## src/design/mtrd_mul.sv

```systemverilog
// Shared 32x32 multiplier with a registered 64-bit product.
// Used for the seed recurrence and for range scaling. Depends on nothing.
module mtrd_mul (
  input  logic        clk_i,
  input  logic        en_i,
  input  logic [31:0] a_i,
  input  logic [31:0] b_i,
  output logic [63:0] prod_o
);

  logic [63:0] prod_q;

  // One product per enabled cycle; held otherwise.
  always_ff @(posedge clk_i) begin
    if (en_i) begin
      prod_q <= 64'(a_i) * 64'(b_i);
    end
  end

  assign prod_o = prod_q;

endmodule

```

## config.mk

```make
export PLATFORM = sky130hd
export DESIGN_NAME = mtrd_mul
export DESIGN_NICKNAME = d
export VERILOG_FILES = /design/src/design/mtrd_mul.sv
export SDC_FILE = /design/constraint.sdc
export NUM_CORES = 2
export LEC_CHECK = 0
export BUFFER_PORTS_ARGS = -buffer_cell sky130_fd_sc_hd__buf_2
export CORE_ASPECT_RATIO = 1.75
export CORE_MARGIN = 2
export CORE_UTILIZATION = 50
export CTS_BUF_LIST = sky130_fd_sc_hd__clkbuf_8
export DETAILED_ROUTE_END_ITERATION = 16
export PLACE_DENSITY = 0.78
export SYNTH_ARGS = -nofsm -noshare
export SYNTH_HDL_FRONTEND = slang
export SYNTH_SLANG_ARGS = --single-unit
```

## constraint.sdc

```tcl
create_clock -name clk_i -period 7.9 [get_ports clk_i]
set_clock_uncertainty 0.05 [all_clocks]
set_input_delay 0 -clock clk_i [delete_from_list [all_inputs] [get_ports clk_i]]
set_output_delay 0 -clock clk_i [all_outputs]
set_load 0.1 [all_outputs]
```

; Word level (Yosys, flattened, before mapping)
; Cells that the tools add are included.
[totals]
regBits = 64
elab_cells = 2
[classes]
multipliers = 1
[ops]
columns = cell, n
row1 = 32-bit by 32-bit multiplier with 64-bit output, 1

; Logic depth before layout (Yosys ltp)
[logic_depth]
word_depth = 1
ltp_mapped = 29
ltp_nobuf = 27

; Least setup slack after synthesis
; OpenSTA, ideal clock, no wires.
[synth_timing]
kind = input to register
startpoint = input port a_i[25]
endpoint = register prod_q[62] (netlist: prod_o[62]) (data pin)
arrival_time_ps = 6617
t_required_ps = 7588
slack_ps = 971
cell_stages = 25
path_cell_list = clkbuf_1 nand2_1 fa_1 inv_1 fa_1 inv_1 fa_1 inv_1 fa_1 fa_1 fa_1 fa_1 inv_1 fa_1 inv_1 ha_1 buf_2 nand4_1 or4_1 or3_1 a31oi_1 a31o_2 a211oi_1 o21ai_1 xor2_1
[synth_via]
elab_chain_len = 1
[synth_rtl]
columns = item, line_no
row1 = from (decl), 6  ; input logic [31:0] a_i,
row2 = 32-bit by 32-bit multiplier with 64-bit output, 16  ; prod_q <= 64'(a_i) * 64'(b_i);
row3 = to (signal assigned), 16
row4 = to (decl), 11  ; logic [63:0] prod_q;
; No other way between the ends.
; A chain may end at the register's enable or synchronous reset.

; Final worst setup path
[layout_timing]
startpoint = input port b_i[4]
endpoint = register prod_q[62] (netlist: prod_o[62]) (data pin)
[layout_via]
elab_chain_len = 1
[layout_rtl]
columns = item, line_no
row1 = from (decl), 7  ; input logic [31:0] b_i,
row2 = 32-bit by 32-bit multiplier with 64-bit output, 16
; No other way between the ends.

==> impl_metrics.py <==
metrics = {
    "outcome": {
        "status": "complete, no violations",
    },
    "clock_tree": {
        "numCtsBuffers": 9,
        "cts_tree": "done",
        "clk_pin_slew_ns": 0.10,
        "ctsResizeCount": 0,
        "cts_root_buf": "clkbuf_8",
        "htreeDepth": 3,
        "cts_hold_buf": 0,
        "post_cts_buffers": 0,
        "cts_sinks": 64,
        "ctsLongestPathBuffers": 2,
    },
    "sta": {
        "finalSetupViolCount": 0,
        "max-slew-margin-rel_pct": 37.0,
        "hold_viol_final": 0,
        "tightest_slew_ns": 0.945,
        "max_freq_mhz": 130,
        "slew_viol_final": 0,
        "rsz0062_at_grt": "false",
        "finalSetupTns_ns": 0,
        "final.setup.worst_slack_ns": 0.233,
        "post-route-min-period_ns": 7.67,
        "period_share_pct": 97.1,
    },
    "placement": {
        "dp_cells": 4656,
        "hpwl_mm": 87.3,
        "dp_slack_ns": 0.102,
        "gp_congestion": 0.984,
        "port_buffers": 129,
    },
    "final_layout": {
        "area_growth_pct": 5.32,
        "final_nets": 4982,
        "largest_register_ffs": 64,
        "drive_above_1_share_pct": 6.67,
        "finalNonFillerCells": 4683,
    },
    "floorplanning": {
        "rows": 128,
        "ios": 130,
        "die_h_um": 356,
        "core_area_um2": 69800,
        "die_w_um": 205,
        "dieArea_um2": 72900,
        "initial_utilization_pct": 50.6,
    },
    "logic_synthesis": {
        "synth.top_cells.by_count": "fa_1 (896), inv_1 (865), and2_1 (602), nand2_1 (480), ha_1 (263)",
        "yosys-top-cells-area": "fa_1 (51%), and2_1 (11%), ha_1 (9.3%)",
        "synth-edff-count": 64,
        "netlist_area_um2": 35300,
        "syn_inst": 3748,
        "synth_largest_area_cell": "fa_1",
        "synth_area_per_cell_um2": 9.42,
        "synthesis.nets": 4973,
        "synth-seq-cells": 64,
        "synthFlopType": "edfxtp_1",
        "yosysSeqAreaShare_pct": 5.44,
        "synth_cell_types": 57,
        "async_flop_share_pct": 0,
        "synth.most_common_cell": "fa_1",
        "synth_top_area_share_pct": 50.8,
        "yosysWarnings": 0,
    },
    "setup_path": {
        "cpMostUsedCell": "fa_1",
        "critPathTopFamily": "adder cells",
        "end_kind": "flop",
        "cp_num_buf_inv": 4,
        "path_cells": "buf_2 -> and2_1 -> fa_1 -> inv_1 -> fa_1 -> fa_1 -> fa_1 -> inv_1 -> fa_1 -> fa_1 -> fa_1 -> fa_1 -> ha_1 -> nand4_1 -> or4_1 -> or3_1 -> a31oi_1 -> buf_4 -> a31o_2 -> a211oi_1 -> o21ai_1 -> xor2_1",
        "slowest_stage": "fa_1",
        "crit_fanout": 22,
        "arrival_ns": 7.81,
        "max_stage_delay_ns": 0.85,
        "crit_path_start": "b_i[4]",
        "start_kind": "primary input",
        "criticalPathCategory": "in -> reg",
        "required_ns": 8.04,
    },
    "route": {
        "drtPass1Iterations": 6,
        "initialDrtViolationCount": 1716,
        "ant_nets": 0,
        "vias_per_cell": 5.66,
        "vias": 26501,
        "wirelength_mm": 109,
        "wl_per_cell_um": 23.2,
        "drc": 0,
    },
    "grt": {
        "grt.busiest_layer": "met2",
        "antenna_found_initial": 11,
        "groute.usage.overall_pct": 32.0,
        "grt_max_degree": 65,
        "grt_first_pass_wirelength_mm": 170,
        "overflow": 0,
        "use_met3_pct": 9.64,
        "grtUsageMet1_pct": 30.1,
        "grt_pass1_vias": 29858,
        "grt_use_met2_pct": 53.7,
    },
    "flow_run": {
        "max-cap-violations": 0,
    },
    "min_path": {
        "min_from": "a_i[0]",
        "min_path_type": "in -> reg",
    },
}
## metal layers
layer	wire length [µm]	part of all wire (%)
met1	30700	28
met2	55300	51
met3	8650	8.0
met4	14000	13
met5	28	0.026
## per-stage QoR
stage               cell area, µm²  hold slack (ns)  util (%)
floorplan                    35300           0.0625         -
global placement             37000            0.537      52.9
detailed placement           37000            0.538      52.9
CTS                          37200           0.0421      53.2
global route                 37200           0.0701      53.2
finish                       37200           0.0754      53.3
## cell families (layout without fill, tap and decap cells)
family,Yosys count,after routing,synth area share [%]
AO/OA/AOI/OAI,202,202,4.08
flip-flops,64,64,5.44
AND/OR/NAND/NOR,1177,1177,17.3
buffers and inverters,1085,1099,11.6
adder cells (fa/ha/maj),1159,1159,60.1
XOR/XNOR,60,60,1.49
multiplexers,1,1,0.0283
other,0,11,0
## path summary, 6_finish.rpt
kind | depth (start not counted) | endpoint
worst min-delay path | 2 | prod_o[0]$_DFFE_PP_
worst max-delay path | 22 | prod_o[62]$_DFFE_PP_
## placed cells by master, fill, tap and decap left out, drive strengths merged, types with 4 or more instances in the layout
cell | synthesis | layout
and2 | 602 | 602
nand2 | 480 | 480
clkbuf | 213 | 11
ha | 263 | 263
buf | 7 | 216
xnor2 | 35 | 35
a21oi | 66 | 66
a31oi | 12 | 12
and3 | 14 | 14
inv | 865 | 868
a21o | 40 | 40
xor2 | 25 | 25
nand3 | 10 | 10
edfxtp | 64 | 64
a221o | 4 | 4
nand4 | 23 | 23
a221oi | 4 | 4
o31ai | 5 | 5
diode | 0 | 11
o21ai | 26 | 26
fa | 896 | 896
nor3 | 7 | 7
o21bai | 11 | 11
o21a | 9 | 9
nor2 | 20 | 20
## final cells by class
cell class,count,area (µm²)
clock buffers,9,124
fillers,6269,32600
multi-input cells,2599,29300
diodes,11,27.5
well taps,910,1140
flip-flops and latches,64,1920
repair buffers,218,1350
clock inverters,7,76.3
inverters,865,3250
Power is not shown: default switching activity piles up to over one toggle a cycle in this logic, so the estimate is an artifact.
